`config.mk`:
```
export PLATFORM = sky130hd
export DESIGN_NAME = bhp_log_cell
export DESIGN_NICKNAME = d
export VERILOG_FILES = /design/src/rtl/core/bhp_pkg.sv /design/src/rtl/core/bhp_log_cell.sv
export SDC_FILE = /design/constraint.sdc
export NUM_CORES = 2
export LEC_CHECK = 0
export BUFFER_PORTS_ARGS = -buffer_cell sky130_fd_sc_hd__buf_2
export CAP_MARGIN = 30
export CORE_MARGIN = 4
export CORE_UTILIZATION = 65
export CTS_BUF_LIST = sky130_fd_sc_hd__clkbuf_8
export CTS_CLUSTER_SIZE = 24
export DETAILED_ROUTE_END_ITERATION = 10
export GPL_ROUTABILITY_DRIVEN = 0
export PLACE_DENSITY = 0.84
export SYNTH_ARGS = -nofsm -noshare
export SYNTH_HDL_FRONTEND = slang
export SYNTH_SLANG_ARGS = --single-unit
```
`constraint.sdc`:
```
create_clock -name clk -period 26.4 [get_ports clk]
set_clock_uncertainty 0.15 [all_clocks]
set_input_delay 3.96 -clock clk [delete_from_list [all_inputs] [get_ports clk]]
set_output_delay 3.96 -clock clk [all_outputs]
set_load 0.01 [all_outputs]
```
`src/rtl/core/bhp_pkg.sv`:
```
package bhp_pkg;

  localparam int LOG_FRACTION_BITS_DEF = 16;
  localparam int PRESS_W = 24;
  localparam int TEMP_W = 12;
  localparam int HEIGHT_W = 23;
  localparam int EXP_W = 5;
  localparam int TSUM_W = 16;
  localparam int MANT_W = 31;
  localparam int T_W = 32;
  localparam int CFG_IDX_W = 2;

  localparam logic [CFG_IDX_W-1:0] CFG_GROUND_PRESSURE = 2'd0;
  localparam logic [CFG_IDX_W-1:0] CFG_GROUND_TEMPERATURE = 2'd1;

  localparam logic [PRESS_W-1:0] GROUND_PRESSURE_RST = 24'd10240000;
  localparam logic [TEMP_W-1:0] GROUND_TEMPERATURE_RST = 12'd240;

  localparam logic [31:0] HK_Q30 = 32'd2178143819;
  localparam logic signed [17:0] KELVIN_SUM_80 = 18'sd43704;
  localparam logic [HEIGHT_W-1:0] FAULT_HEIGHT = 23'd533328;
  localparam logic [HEIGHT_W:0] HEIGHT_MAX = 24'd4194303;
  localparam logic [HEIGHT_W:0] HEIGHT_MIN_MAG = 24'd4194304;

  typedef struct packed {
    logic valid;
    logic fault;
    logic [TSUM_W-1:0] tsum;
    logic [EXP_W-1:0] exp_g;
    logic [EXP_W-1:0] exp_p;
  } bhp_side_t;

  // Position of the leading one; zero for zero.
  function automatic logic [EXP_W-1:0] lead_one(input logic [PRESS_W-1:0] x);
    logic [EXP_W-1:0] e;
    e = '0;
    for (int i = 0; i < PRESS_W; i++) begin
      if (x[i]) e = EXP_W'(i);
    end
    return e;
  endfunction

endpackage

```
`src/rtl/core/bhp_log_cell.sv`:
```
module bhp_log_cell #(
  parameter int F = 16
) (
  input  logic                     clk,
  input  logic                     rst_n,
  input  logic                     en,
  input  bhp_pkg::bhp_side_t       side_i,
  input  logic [bhp_pkg::MANT_W-1:0] m_g_i,
  input  logic [bhp_pkg::MANT_W-1:0] m_p_i,
  input  logic [F-1:0]             frac_g_i,
  input  logic [F-1:0]             frac_p_i,
  output bhp_pkg::bhp_side_t       side_o,
  output logic [bhp_pkg::MANT_W-1:0] m_g_o,
  output logic [bhp_pkg::MANT_W-1:0] m_p_o,
  output logic [F-1:0]             frac_g_o,
  output logic [F-1:0]             frac_p_o
);
  import bhp_pkg::*;

  logic [2*MANT_W-1:0] sq_g, sq_p;
  logic [MANT_W:0]     q_g, q_p;
  logic                bit_g, bit_p;
  logic [MANT_W-1:0]   m_g_nxt, m_p_nxt;
  bhp_side_t           side_r;
  logic [MANT_W-1:0]   m_g_r, m_p_r;
  logic [F-1:0]        frac_g_r, frac_p_r;

  // Square, truncate back to Q1.30, renormalize on overflow past 2.0.
  assign sq_g = m_g_i * m_g_i;
  assign sq_p = m_p_i * m_p_i;
  assign q_g = sq_g[MANT_W+30:30];
  assign q_p = sq_p[MANT_W+30:30];
  assign bit_g = q_g[MANT_W];
  assign bit_p = q_p[MANT_W];
  assign m_g_nxt = bit_g ? q_g[MANT_W:1] : q_g[MANT_W-1:0];
  assign m_p_nxt = bit_p ? q_p[MANT_W:1] : q_p[MANT_W-1:0];

  always_ff @(posedge clk) begin
    if (!rst_n) begin
      side_r.valid <= 1'b0;
    end else if (en) begin
      side_r <= side_i;
      m_g_r <= m_g_nxt;
      m_p_r <= m_p_nxt;
      frac_g_r <= {frac_g_i[F-2:0], bit_g};
      frac_p_r <= {frac_p_i[F-2:0], bit_p};
    end
  end

  assign side_o = side_r;
  assign m_g_o = m_g_r;
  assign m_p_o = m_p_r;
  assign frac_g_o = frac_g_r;
  assign frac_p_o = frac_p_r;

endmodule

```
**After elaboration in Yosys (flattened, before gate mapping)**

Cells that the tools add are included.

- Bits in registers: 122
- Bits of input ports: 125
- Output and inout bits: 122
- Logic and storage cells: 16

- Multipliers: 2
- Muxes and demuxes: 2
- Reduce and logical (&&, ||, !) cells: 1

Operators with widths:

| operator | number |
|---|---|
| $mul A31 B31 Y62 | 2 |
| $mux W30 | 2 |
| $reduce_and A2 Y1 | 1 |

**Depth between registers and ports, before layout**

- Depth in word-level cells: 2
- Gate-level depth with buffers: 32
- Depth with buffers taken out: 27

**Worst setup path before layout**

No wires, ideal clock.

- Path kind: input port to flip-flop
- Start point: input port m_p_i[16] (netlist name)
- End point: register m_p_r[13], in the netlist m_p_o[13] (data pin)
- Setup time: 260 ps
- Arrival time: 11150 ps
- Required time: 25990 ps
- Path slack: 14840 ps
- Cell stages on the path: 25
- Cells stage by stage: clkbuf_1 > clkbuf_1 > nand2_1 > fa_1 > inv_1 > fa_1 > inv_1 > fa_1 > fa_1 > inv_1 > fa_1 > fa_1 > fa_1 > fa_1 > ha_1 > and4_1 > nand3_2 > or3_1 > o22ai_2 > o2111ai_2 > a211oi_2 > nand3b_2 > xor2_4 > buf_6 > mux2_2

- Word-level cells in the longest chain between the ends: 2

RTL lines:

| what | line | text |
|---|---|---|
| start, declared | bhp_log_cell.sv:9 | `input logic [bhp_pkg::MANT_W-1:0] m_p_i,` |
| $mul A31 B31 Y62 | bhp_log_cell.sv:30 | `assign sq_p = m_p_i * m_p_i;` |
| $mux W30 | bhp_log_cell.sv:36 | `assign m_p_nxt = bit_p ? q_p[MANT_W:1] : q_p[MANT_W-1:0];` |
| named net m_p_nxt[13] | bhp_log_cell.sv:23 | `logic [MANT_W-1:0] m_g_nxt, m_p_nxt;` |
| end signal, assigned | bhp_log_cell.sv:44 | `m_p_r <= m_p_nxt;` |
| end, declared | bhp_log_cell.sv:25 | `logic [MANT_W-1:0] m_g_r, m_p_r;` |

The timed path passes the listed nets, and every way through them passes these cells.
A chain may end at the register's enable or synchronous reset.

**Final worst setup path**

- Start point: input port m_p_i[15] (netlist name)
- End point: register m_p_r[4], in the netlist m_p_o[4] (data pin)

Same word-level chain as after synthesis.

==> out/results.txt <==
Mean post-synth cell area = 9.67 um^2
Drt initial violations = 2571
Synth warnings = 0
Worst hold-check path type = register to register
Maxcap violations = 0
Async SR Flop Fraction = 0%
Status = complete, no violations
Remaining Overflow, GRT = 0
RSZ-0062 raised after global routing = no
Final Hold Vio Count = 0
Flops & latches, synth = 122
Synth Flop Type = edfxtp_1
Share of the synthesized area in the top cell type = 51.6%
Drt first pass iters = 6
Most Crowded Layer GR = met2
Top post-synthesis cells by area = fa_1, inv_1, ha_1
Final Critical Period = 13.21 ns
Die H = 307 um
Yosys top cell by area = fa_1
P&R area growth vs syn = 4.03%
Critical Path Start Type = input port
Via density = 5.65
Pin count of the biggest net entering global routing = 56
Slew @ Worst Pin = 0.966 ns
Port-buffer cells = 244
Core area = 0.0885 mm^2
CTS tree = built
H-tree depth = 4
# rows = 109
Met2 usage = 54.0%
Seq/Total Area, Yosys = 6.30%
Post-synth EDFFs = 121
M1 GR Usage = 40.1%
Crit Path Max Fanout = 28
Wirelength per Cell = 19.7 um
WP data arrival = 13.30 ns
Initial antenna violation count = 2
Aggregate routed wire length = 142 mm
First-pass GRT wire length = 237 mm
Fraction of layout cells with a size suffix above 1 = 5.98%
Worst Setup End Kind = register
Distinct cells, synth = 76
Worst-path clk slew = 0.09 ns
Post-CTS resize count = 0
DPL Wire Length = 114 mm
CTS root buf = clkbuf_8
Max-slew headroom = 35.6%
Fmax = 75.7 MHz
GR Util All Layers = 32.2%
Post-Syn Instances = 5997
CTS buffer count = 17
Ports = 247
Die area = 0.0941 mm^2
CTS sink count = 122
Antenna-violating nets left = 0
Period utilisation layout = 50.0%
Final setup vio count = 0
Initial Utilization = 65.5%
Post-route DRC violation count = 0
Final nets = 8214
Post-synth net total = 8150
Worst path required time = 26.49 ns
Setup TNS Final = 0 ns
GR Util met3 = 8.21%
Slew Limit Fails = 0
Clk_lat worst skew = 0.49 ns
CTS Hold Buffers Added = 0
Clk buf depth = 2
Vias in the first global route = 46.7k
Setup bufs post-CTS = 0
Via count = 40.9k
Crit Path Category = input port to register
Mapped Area = 0.0580 mm^2
Die W = 307 um
-- stage by stage --
stage	hold slack (ns)	utilization [%]	cell area (um^2)	instances	setup slack [ns]
after floorplan	0.388	-	58000	5997	14.84
final	0.402	68.2	60400	7242	13.19
after global routing	0.449	68.2	60300	7241	12.90
after global placement	0.342	67.7	60000	7204	13.00
after detailed placement	0.380	67.8	60000	7205	12.79
after CTS	0.400	68.2	60300	7237	13.31
-- final timing paths --
path / startpoint / to / cells past startpoint / slack (ns)
worst max-delay path: m_p_i[15] / m_p_o[4] / 25 / 13.19
worst min-delay path: side_o[27] / side_o[27] / 2 / 0.40
worst max register to register: side_o[27] / side_o[27] / 2 / 25.63
worst min register to register: side_o[27] / side_o[27] / 2 / 0.40
-- kinds of logic (layout without fill, tap and decap cells) --
group,Yosys count,in the layout,synth area share (%)
buf+inv,2050,2127,13.3
fa+ha+maj,2028,2028,63.1
simple gates,1240,1240,10.3
compound gates,404,404,4.50
flops,122,122,6.30
xor+xnor,106,106,1.63
mux,47,47,0.869
other cells,0,3,0
-- layout by cell type, fill, tap and decap left out, types with 18 or more instances in the layout --
cell type,count
nor2b_1,21
nand2_1,586
mux2_2,27
edfxtp_1,121
nor2_1,124
ha_1,534
xor2_1,43
nand3_1,22
nor3_1,18
mux2i_1,20
and2_1,375
buf_2,245
o21ai_0,69
fa_1,1494
a21oi_1,139
a21o_1,51
nand4_1,28
inv_1,1831
xnor2_1,61
-- cells in the mapped netlist, types with 15 or more instances --
master and count:
fa_1 1494, mux2_2 27, a21o_1 51, o21ai_0 69, and2_1 376, clkbuf_1 203, nor3_1 18, xnor2_1 62
nand4_1 28, inv_1 1831, a31oi_1 15, o21bai_1 17, mux2i_1 20, edfxtp_1 121, a21oi_1 139, nand3_1 22
and3_1 17, ha_1 534, nor2b_1 21, xor2_1 43, nor2_1 124, nand2_1 586
-- state kept, by name (all words and copies together), names as in the netlist --
| register | flops |
|---|---|
| frac_g_o | 16 |
| frac_p_o | 16 |
| m_g_o | 31 |
| m_p_o | 31 |
| side_o | 28 |
-- layer usage --
metal,vias up,part of all wire [%]
met5,-,0
met2,2106,49
met4,0,4.9
met1,20600,36
li1,17600,-
met3,562,10
-- worst max-delay path: stages --
cell       delay (ns)
buf_2            0.07
buf_4            0.33
clkinv_1         0.57
nor2_1           0.43
fa_1             0.50
fa_1             0.55
inv_1            0.05
fa_1             0.57
fa_1             0.49
fa_1             0.57
inv_1            0.05
fa_1             0.44
fa_1             0.51
fa_1             0.43
ha_1             0.38
and3_1           0.26
nand3_2          0.10
or3_1            0.39
o22ai_2          0.38
o2111ai_2        0.28
a211oi_2         0.27
nand3b_2         0.19
xor2_4           0.60
buf_4            0.45
mux2_2           0.39
-- layout make-up --
class                           count  area, um^2
Multi-Input combinational cell   3825       46600
Inverter                         1832        6880
Fill cell                        6357       28200
Sequential cell                   122        3650
Clock buffer                       17         234
Clock inverter                     15         116
Antenna cell                        3        7.51
Tap cell                         1165        1460
Timing Repair Buffer              263        1380
Power is left out: the tool's default activity adds up to more than one toggle a clock period on the data nets, which glitch-free logic cannot reach.
