$ cat src/rtl/core/bhp_pkg.sv
package bhp_pkg;

  localparam int LOG_FRACTION_BITS_DEF = 16;
  localparam int PRESS_W = 24;
  localparam int TEMP_W = 12;
  localparam int HEIGHT_W = 23;
  localparam int EXP_W = 5;
  localparam int TSUM_W = 16;
  localparam int MANT_W = 31;
  localparam int T_W = 32;
  localparam int CFG_IDX_W = 2;

  localparam logic [CFG_IDX_W-1:0] CFG_GROUND_PRESSURE = 2'd0;
  localparam logic [CFG_IDX_W-1:0] CFG_GROUND_TEMPERATURE = 2'd1;

  localparam logic [PRESS_W-1:0] GROUND_PRESSURE_RST = 24'd10240000;
  localparam logic [TEMP_W-1:0] GROUND_TEMPERATURE_RST = 12'd240;

  localparam logic [31:0] HK_Q30 = 32'd2178143819;
  localparam logic signed [17:0] KELVIN_SUM_80 = 18'sd43704;
  localparam logic [HEIGHT_W-1:0] FAULT_HEIGHT = 23'd533328;
  localparam logic [HEIGHT_W:0] HEIGHT_MAX = 24'd4194303;
  localparam logic [HEIGHT_W:0] HEIGHT_MIN_MAG = 24'd4194304;

  typedef struct packed {
    logic valid;
    logic fault;
    logic [TSUM_W-1:0] tsum;
    logic [EXP_W-1:0] exp_g;
    logic [EXP_W-1:0] exp_p;
  } bhp_side_t;

  // Position of the leading one; zero for zero.
  function automatic logic [EXP_W-1:0] lead_one(input logic [PRESS_W-1:0] x);
    logic [EXP_W-1:0] e;
    e = '0;
    for (int i = 0; i < PRESS_W; i++) begin
      if (x[i]) e = EXP_W'(i);
    end
    return e;
  endfunction

endpackage

$ cat src/rtl/core/bhp_post.sv
module bhp_post #(
  parameter int F = 16
) (
  input  logic                               clk,
  input  logic                               rst_n,
  input  logic                               en,
  input  bhp_pkg::bhp_side_t                 side_i,
  input  logic [F-1:0]                       frac_g_i,
  input  logic [F-1:0]                       frac_p_i,
  output logic                               valid_o,
  output logic signed [bhp_pkg::HEIGHT_W-1:0] height_o,
  output logic                               fault_o
);
  import bhp_pkg::*;

  localparam int MAG_W = EXP_W + F;
  localparam int PROD_W = T_W + MAG_W;
  localparam int SH = 14 + F;
  localparam int RND_W = PROD_W + 1 - SH;

  // Stage 1: temperature scale and log difference.
  logic [TSUM_W+31:0] tk_full;
  logic [MAG_W-1:0]   lg, lp;
  logic               v1_r, f1_r, n1_r;
  logic [T_W-1:0]     t1_r;
  logic [MAG_W-1:0]   mag1_r;

  assign tk_full = side_i.tsum * HK_Q30;
  assign lg = {side_i.exp_g, frac_g_i};
  assign lp = {side_i.exp_p, frac_p_i};

  always_ff @(posedge clk) begin
    if (!rst_n) begin
      v1_r <= 1'b0;
    end else if (en) begin
      v1_r <= side_i.valid;
      f1_r <= side_i.fault;
      n1_r <= lp > lg;
      t1_r <= tk_full[T_W+15:16];
      mag1_r <= (lp > lg) ? (lp - lg) : (lg - lp);
    end
  end

  // Stage 2: product.
  logic            v2_r, f2_r, n2_r;
  logic [PROD_W-1:0] prod2_r;

  always_ff @(posedge clk) begin
    if (!rst_n) begin
      v2_r <= 1'b0;
    end else if (en) begin
      v2_r <= v1_r;
      f2_r <= f1_r;
      n2_r <= n1_r;
      prod2_r <= PROD_W'(t1_r) * PROD_W'(mag1_r);
    end
  end

  // Stage 3: round half away, saturate, sign.
  logic [PROD_W:0]     rsum;
  logic [RND_W-1:0]    rnd;
  logic [HEIGHT_W:0]   rsat;
  logic [HEIGHT_W:0]   hneg;
  logic [HEIGHT_W-1:0] h_nxt;
  logic                v3_r, f3_r;
  logic [HEIGHT_W-1:0] h3_r;

  assign rsum = {1'b0, prod2_r} + ((PROD_W+1)'(1) << (13 + F));
  assign rnd = rsum[PROD_W:SH];

  always_comb begin
    if (n2_r) begin
      rsat = (rnd > RND_W'(HEIGHT_MIN_MAG)) ? HEIGHT_MIN_MAG : rnd[HEIGHT_W:0];
    end else begin
      rsat = (rnd > RND_W'(HEIGHT_MAX)) ? HEIGHT_MAX : rnd[HEIGHT_W:0];
    end
    hneg = -rsat;
    if (f2_r) begin
      h_nxt = FAULT_HEIGHT;
    end else if (n2_r) begin
      h_nxt = hneg[HEIGHT_W-1:0];
    end else begin
      h_nxt = rsat[HEIGHT_W-1:0];
    end
  end

  always_ff @(posedge clk) begin
    if (!rst_n) begin
      v3_r <= 1'b0;
    end else if (en) begin
      v3_r <= v2_r;
      f3_r <= f2_r;
      h3_r <= h_nxt;
    end
  end

  assign valid_o = v3_r;
  assign fault_o = f3_r;
  assign height_o = h3_r;

endmodule

$ cat config.mk
export PLATFORM = sky130hd
export DESIGN_NAME = bhp_post
export DESIGN_NICKNAME = d
export VERILOG_FILES = /design/src/rtl/core/bhp_pkg.sv /design/src/rtl/core/bhp_post.sv
export SDC_FILE = /design/constraint.sdc
export NUM_CORES = 2
export LEC_CHECK = 0
export ABC_AREA = 1
export BUFFER_PORTS_ARGS = -buffer_cell sky130_fd_sc_hd__buf_4
export CAP_MARGIN = 30
export CORE_MARGIN = 2
export CORE_UTILIZATION = 33
export CTS_CLUSTER_SIZE = 24
export DETAILED_ROUTE_END_ITERATION = 10
export GPL_TIMING_DRIVEN = 0
export SYNTH_ARGS = -nofsm -noshare
export SYNTH_HDL_FRONTEND = slang
export SYNTH_SLANG_ARGS = --single-unit
$ cat constraint.sdc
create_clock -name clk -period 8.9 [get_ports clk]
set_input_delay 0 -clock clk [delete_from_list [all_inputs] [get_ports clk]]
set_output_delay 0 -clock clk [all_outputs]
set_load 0.05 [all_outputs]
After elaboration in Yosys (flattened, before gate mapping)
Index checks and enable logic that the tools add are counted.
{"block": "word_totals", "ff_bits": 137, "inputBits": 63, "output_inout_bits": 25, "wordCells": 27}
{"block": "classes", "addsub": 4, "multipliers": 2, "order_cmp": 3, "muxes": 5, "reduce_logical": 1}
{"cell": "$mux W23", "count": 4}
{"cell": "$add A53 B30 Y54 const B", "count": 1}
{"cell": "$mul A32 B21 Y53", "count": 1}
{"cell": "$mul A16 B32 Y48 const B", "count": 1}
{"cell": "$sub A21 B21 Y21", "count": 2}
{"cell": "$gt A24 B22 Y1 const B", "count": 1}
{"cell": "$gt A24 B23 Y1 const B", "count": 1}
{"cell": "$neg A23 Y23", "count": 1}
{"cell": "$gt A21 B21 Y1", "count": 1}
{"cell": "$mux W21", "count": 1}
{"cell": "$reduce_and A2 Y1", "count": 1}

Longest topological paths before layout
{"block": "depth", "word_depth": 6, "depth_mapped": 31, "depth_no_buf": 30}

Worst setup path after synthesis
Ideal clock, no wire load.
{"block": "synth_timing", "path_kind": "register to register", "start": "register mag1_r[12]", "end": "register prod2_r[49] (data pin)", "setup_ps": 262, "arrival_ps": 5858, "required_ps": 8638, "slack_ps": 2780, "path_stages_with_launch": 27, "n_path_buf": 1, "synth_period_minus_slack_ps": 6120, "cell_sequence": "edfxtp_1 > clkbuf_1 > nand2_1 > fa_1 > inv_1 > fa_1 > inv_1 > fa_1 > inv_1 > fa_1 > fa_1 > fa_1 > inv_1 > fa_1 > inv_1 > ha_1 > nand2_1 > nor2_1 > inv_1 > nor2_1 > nor2_1 > o211ai_1 > nor2_1 > o21ai_0 > nand2_1 > a21oi_1 > xor2_1"}
{"block": "synth_via", "elab_chain_len": 1}
{"item": "start: declaration", "line_no": "bhp_post.sv:26", "rtl": "logic [MAG_W-1:0] mag1_r;"}
{"item": "start signal: assignment", "line_no": "bhp_post.sv:40", "rtl": "mag1_r <= (lp > lg) ? (lp - lg) : (lg - lp);"}
{"item": "$mul A32 B21 Y53", "line_no": "bhp_post.sv:55", "rtl": "prod2_r <= PROD_W'(t1_r) * PROD_W'(mag1_r);"}
{"item": "end signal: assignment", "line_no": "bhp_post.sv:55"}
{"item": "end: declaration", "line_no": "bhp_post.sv:46", "rtl": "logic [PROD_W-1:0] prod2_r;"}
No other way between the ends.
A chain may end at the register's enable or synchronous reset.

Worst setup path after layout
{"block": "layout_timing", "start": "register mag1_r[3]", "end": "register prod2_r[46] (data pin)"}
The elaborated chain is that of the path after synthesis.

==> impl_metrics.py <==
metrics = {
    "synth": {
        "synthesis.area_um2": 36500,
        "ys_async_sr_fraction_pct": 0,
        "seq_area_frac_synth_pct": 8.80,
        "yosysTopAreaCell": "fa_1",
        "synth-seq-cells": 108,
        "yosys_warnings": 0,
        "syn-num-nets": 5734,
        "synthCells": 4572,
        "synth.avg_cell_area_um2": 7.98,
        "synth_edf_count": 105,
        "synth_cell_types": 54,
        "synth_top_flop_cell": "edfxtp_1",
        "synth_top_cells_by_area": "fa_1 (40%), inv_1 (14%), ha_1 (13%)",
        "yosysTopAreaCellShare_pct": 39.9,
    },
    "timing": {
        "fmax_ghz": 0.125,
        "setup-tns-final_ns": 0,
        "report.final.slew_viol_count": 0,
        "setup_viol": 0,
        "finalHoldViolCount": 0,
        "worst_pin_slew_ns": 1.15,
        "rsz0062_at_grt": "no",
        "fin_crit_ns": 7.99,
        "skew_ns": 0.0157,
        "slew_headroom_pct": 23.4,
        "fin_crit_sh_pct": 89.8,
    },
    "setup_path": {
        "cp-end-kind": "register",
        "crit_required_ns": 9.06,
        "startpoint_type": "register",
        "cp_max_fo": 10,
        "path_class": "reg -> reg",
        "cp.arrival_ns": 8.15,
    },
    "layout": {
        "area_growth_pct": 8.04,
        "multi_input_area_um2": 27500,
        "fillers": 11700,
        "layout-drive-gt1-share_pct": 3.41,
        "seq_area_um2": 3210,
        "diodes": 0,
        "fin_nets": 5844,
    },
    "place": {
        "gp_congestion": 0.996,
        "port_buffers": 87,
        "hpwl_um": 93300,
    },
    "global_routing": {
        "antenna_found_initial": 2,
        "grt_overflow": 0,
        "grt_max_degree": 56,
        "grt.total_usage_pct": 20.0,
        "grt_pass1_wl_um": 173000,
        "grt_pass1_vias": 30600,
    },
    "detailed_routing": {
        "drtAntennaViolNets": 0,
        "dr_total_vias": 29100,
        "drt_pass1_iterations": 7,
        "finalWirelength_um": 110000,
        "vias_per_cell": 4.71,
        "wl_per_cell_um": 17.8,
        "post-route-drc-count": 0,
        "drt_iter0_drc": 2101,
    },
    "clocking": {
        "cts_tree": "done",
        "cts.sinks": 108,
        "cts_buffers": 9,
        "post-cts-setup-buffers": 0,
        "cts_buffer_depth": 2,
        "clockRootBuffer": "clkbuf_16",
        "ctsResizeCount": 0,
        "insertion_delay_ns": 0.41,
        "cts_hold_buf": 8,
        "clkTransAtPathRegs_ns": 0.08,
        "htree_levels": 3,
    },
    "die": {
        "initial_core_util_pct": 33.1,
        "rows": 122,
        "core_area_um2": 110000,
        "die_y_um": 337,
        "die_w_um": 337,
        "boundaryPins": 88,
        "die-area_um2": 113000,
    },
    "flow_run": {
        "cap_violations": 0,
    },
    "worst_hold_path": {
        "hp-class": "in -> reg",
    },
    "status": {
        "run_status": "finished clean",
    },
}
[layer usage]
metal	up-vias	part of all wire (%)	wire length, µm	track usage (%)
li1	13500	-	-	-
met1	14300	42	45700	25.9
met2	1116	46	50700	33.3
met3	207	8.2	9040	3.74
met4	4	4.2	4620	7.43
met5	-	0.045	50	0
[through the flow]
stage	std cells	worst slack, ns	hold WS, ns	cell area (µm²)	util [%]
3_3_place_gp	6147	1.04	0.180	39000	35.4
4_1_cts	6174	1.05	0.00764	39400	35.8
5_1_grt	6175	0.619	0.0303	39400	35.8
6_report	6175	0.908	0.0265	39400	35.8
2_1_floorplan	4572	2.78	0.0989	36500	-
3_5_place_dp	6150	1.08	0.182	39100	35.5
[path summary, 6_finish.rpt]
path / start / endpoint / slack, ns / cells past startpoint
hold reg to reg: f1_r$_DFFE_PP_ / f2_r$_DFFE_PP_ / 0.44 / 0
setup reg to reg: mag1_r[3]$_DFFE_PP_ / prod2_r[46]$_DFFE_PP_ / 0.91 / 25
hold / removal: frac_p_i[0] / mag1_r[0]$_DFFE_PP_ / 0.03 / 3
setup / recovery: mag1_r[3]$_DFFE_PP_ / prod2_r[46]$_DFFE_PP_ / 0.91 / 25
[Yosys cell counts, types with 4 or more instances]
cell type / number
xor2_1: 54
xnor2_1: 29
fa_1: 727
nor3_1: 18
inv_2: 5
a211oi_1: 5
o21a_1: 15
o21ai_1: 8
nand4_1: 14
a21oi_1: 190
nand2_2: 19
o211ai_1: 11
o221ai_1: 4
nand3_2: 4
nand2_1: 1000
a21o_1: 4
o21ai_0: 102
nor2_2: 11
buf_2: 4
nand3_1: 57
a31oi_1: 19
nor4_1: 6
clkbuf_1: 130
o21bai_1: 7
ha_1: 372
nor2_1: 207
inv_1: 1401
edfxtp_1: 105
[kinds of logic after synthesis]
logic type / synth area share (%)
buffers and inverters: 16.0
AND/OR/NAND/NOR: 14.8
adder cells (fa/ha/maj): 52.6
AO/OA/AOI/OAI: 5.76
flip-flops: 8.80
XOR/XNOR: 1.99
multiplexers: 0.0823
[critical path, cell delays in order (launching register included)]
cell and delay [ns]:
edfxtp_1 0.62, clkbuf_1 0.87, nand2_1 0.19, fa_1 0.64, inv_1 0.07, fa_1 0.50, inv_1 0.05, fa_1 0.52
inv_1 0.07, fa_1 0.48, fa_1 0.44, inv_1 0.14, fa_1 0.48, fa_1 0.55, inv_1 0.06, ha_1 0.37
nand2_1 0.13, nor2_1 0.16, nand2_1 0.10, nor4_1 0.18, nand2_1 0.08, nand2_1 0.13, a21oi_1 0.15, o21ai_0 0.39
a31oi_1 0.17, xnor2_1 0.18
[registers in the layout, summed over array words and instances, names as in the netlist]
signal and count:
t1_r 32, prod2_r 24, height_o 23, mag1_r 21
f1_r 1, f2_r 1, fault_o 1, n1_r 1
n2_r 1, v1_r 1, v2_r 1, valid_o 1
[placed cells by master (no fill, tap or decap), types with 4 or more instances in the layout]
cell type,instances
nor4_1,6
nand2_2,19
a211oi_1,5
a21o_1,4
o21ai_1,8
o221ai_1,4
xnor2_1,29
o21bai_1,7
clkbuf_1,132
nand2_1,1000
nor2_2,11
dlygate4sd3_1,8
ha_1,372
fa_1,727
buf_2,4
inv_1,1400
buf_4,87
edfxtp_1,105
xor2_1,54
o21ai_0,102
nor2_1,207
nor3_1,18
nand3_1,57
o21a_1,15
o211ai_1,11
a31oi_1,19
a21oi_1,190
clkbuf_16,9
nand3_2,4
nand4_1,14
inv_2,5
[layout make-up]
type,instances,area share (%)
Buffer,139,1.38
Clock buffer,11,0.590
Clock inverter,5,0.0920
Inverter,1408,13.4
Multi-Input combinational cell,2917,69.6
Sequential cell,108,8.15
Tap cell,1488,4.72
Timing Repair Buffer,99,2.03
Power is not shown: default switching activity piles up to over one toggle a cycle in this logic, so the estimate is an artifact.
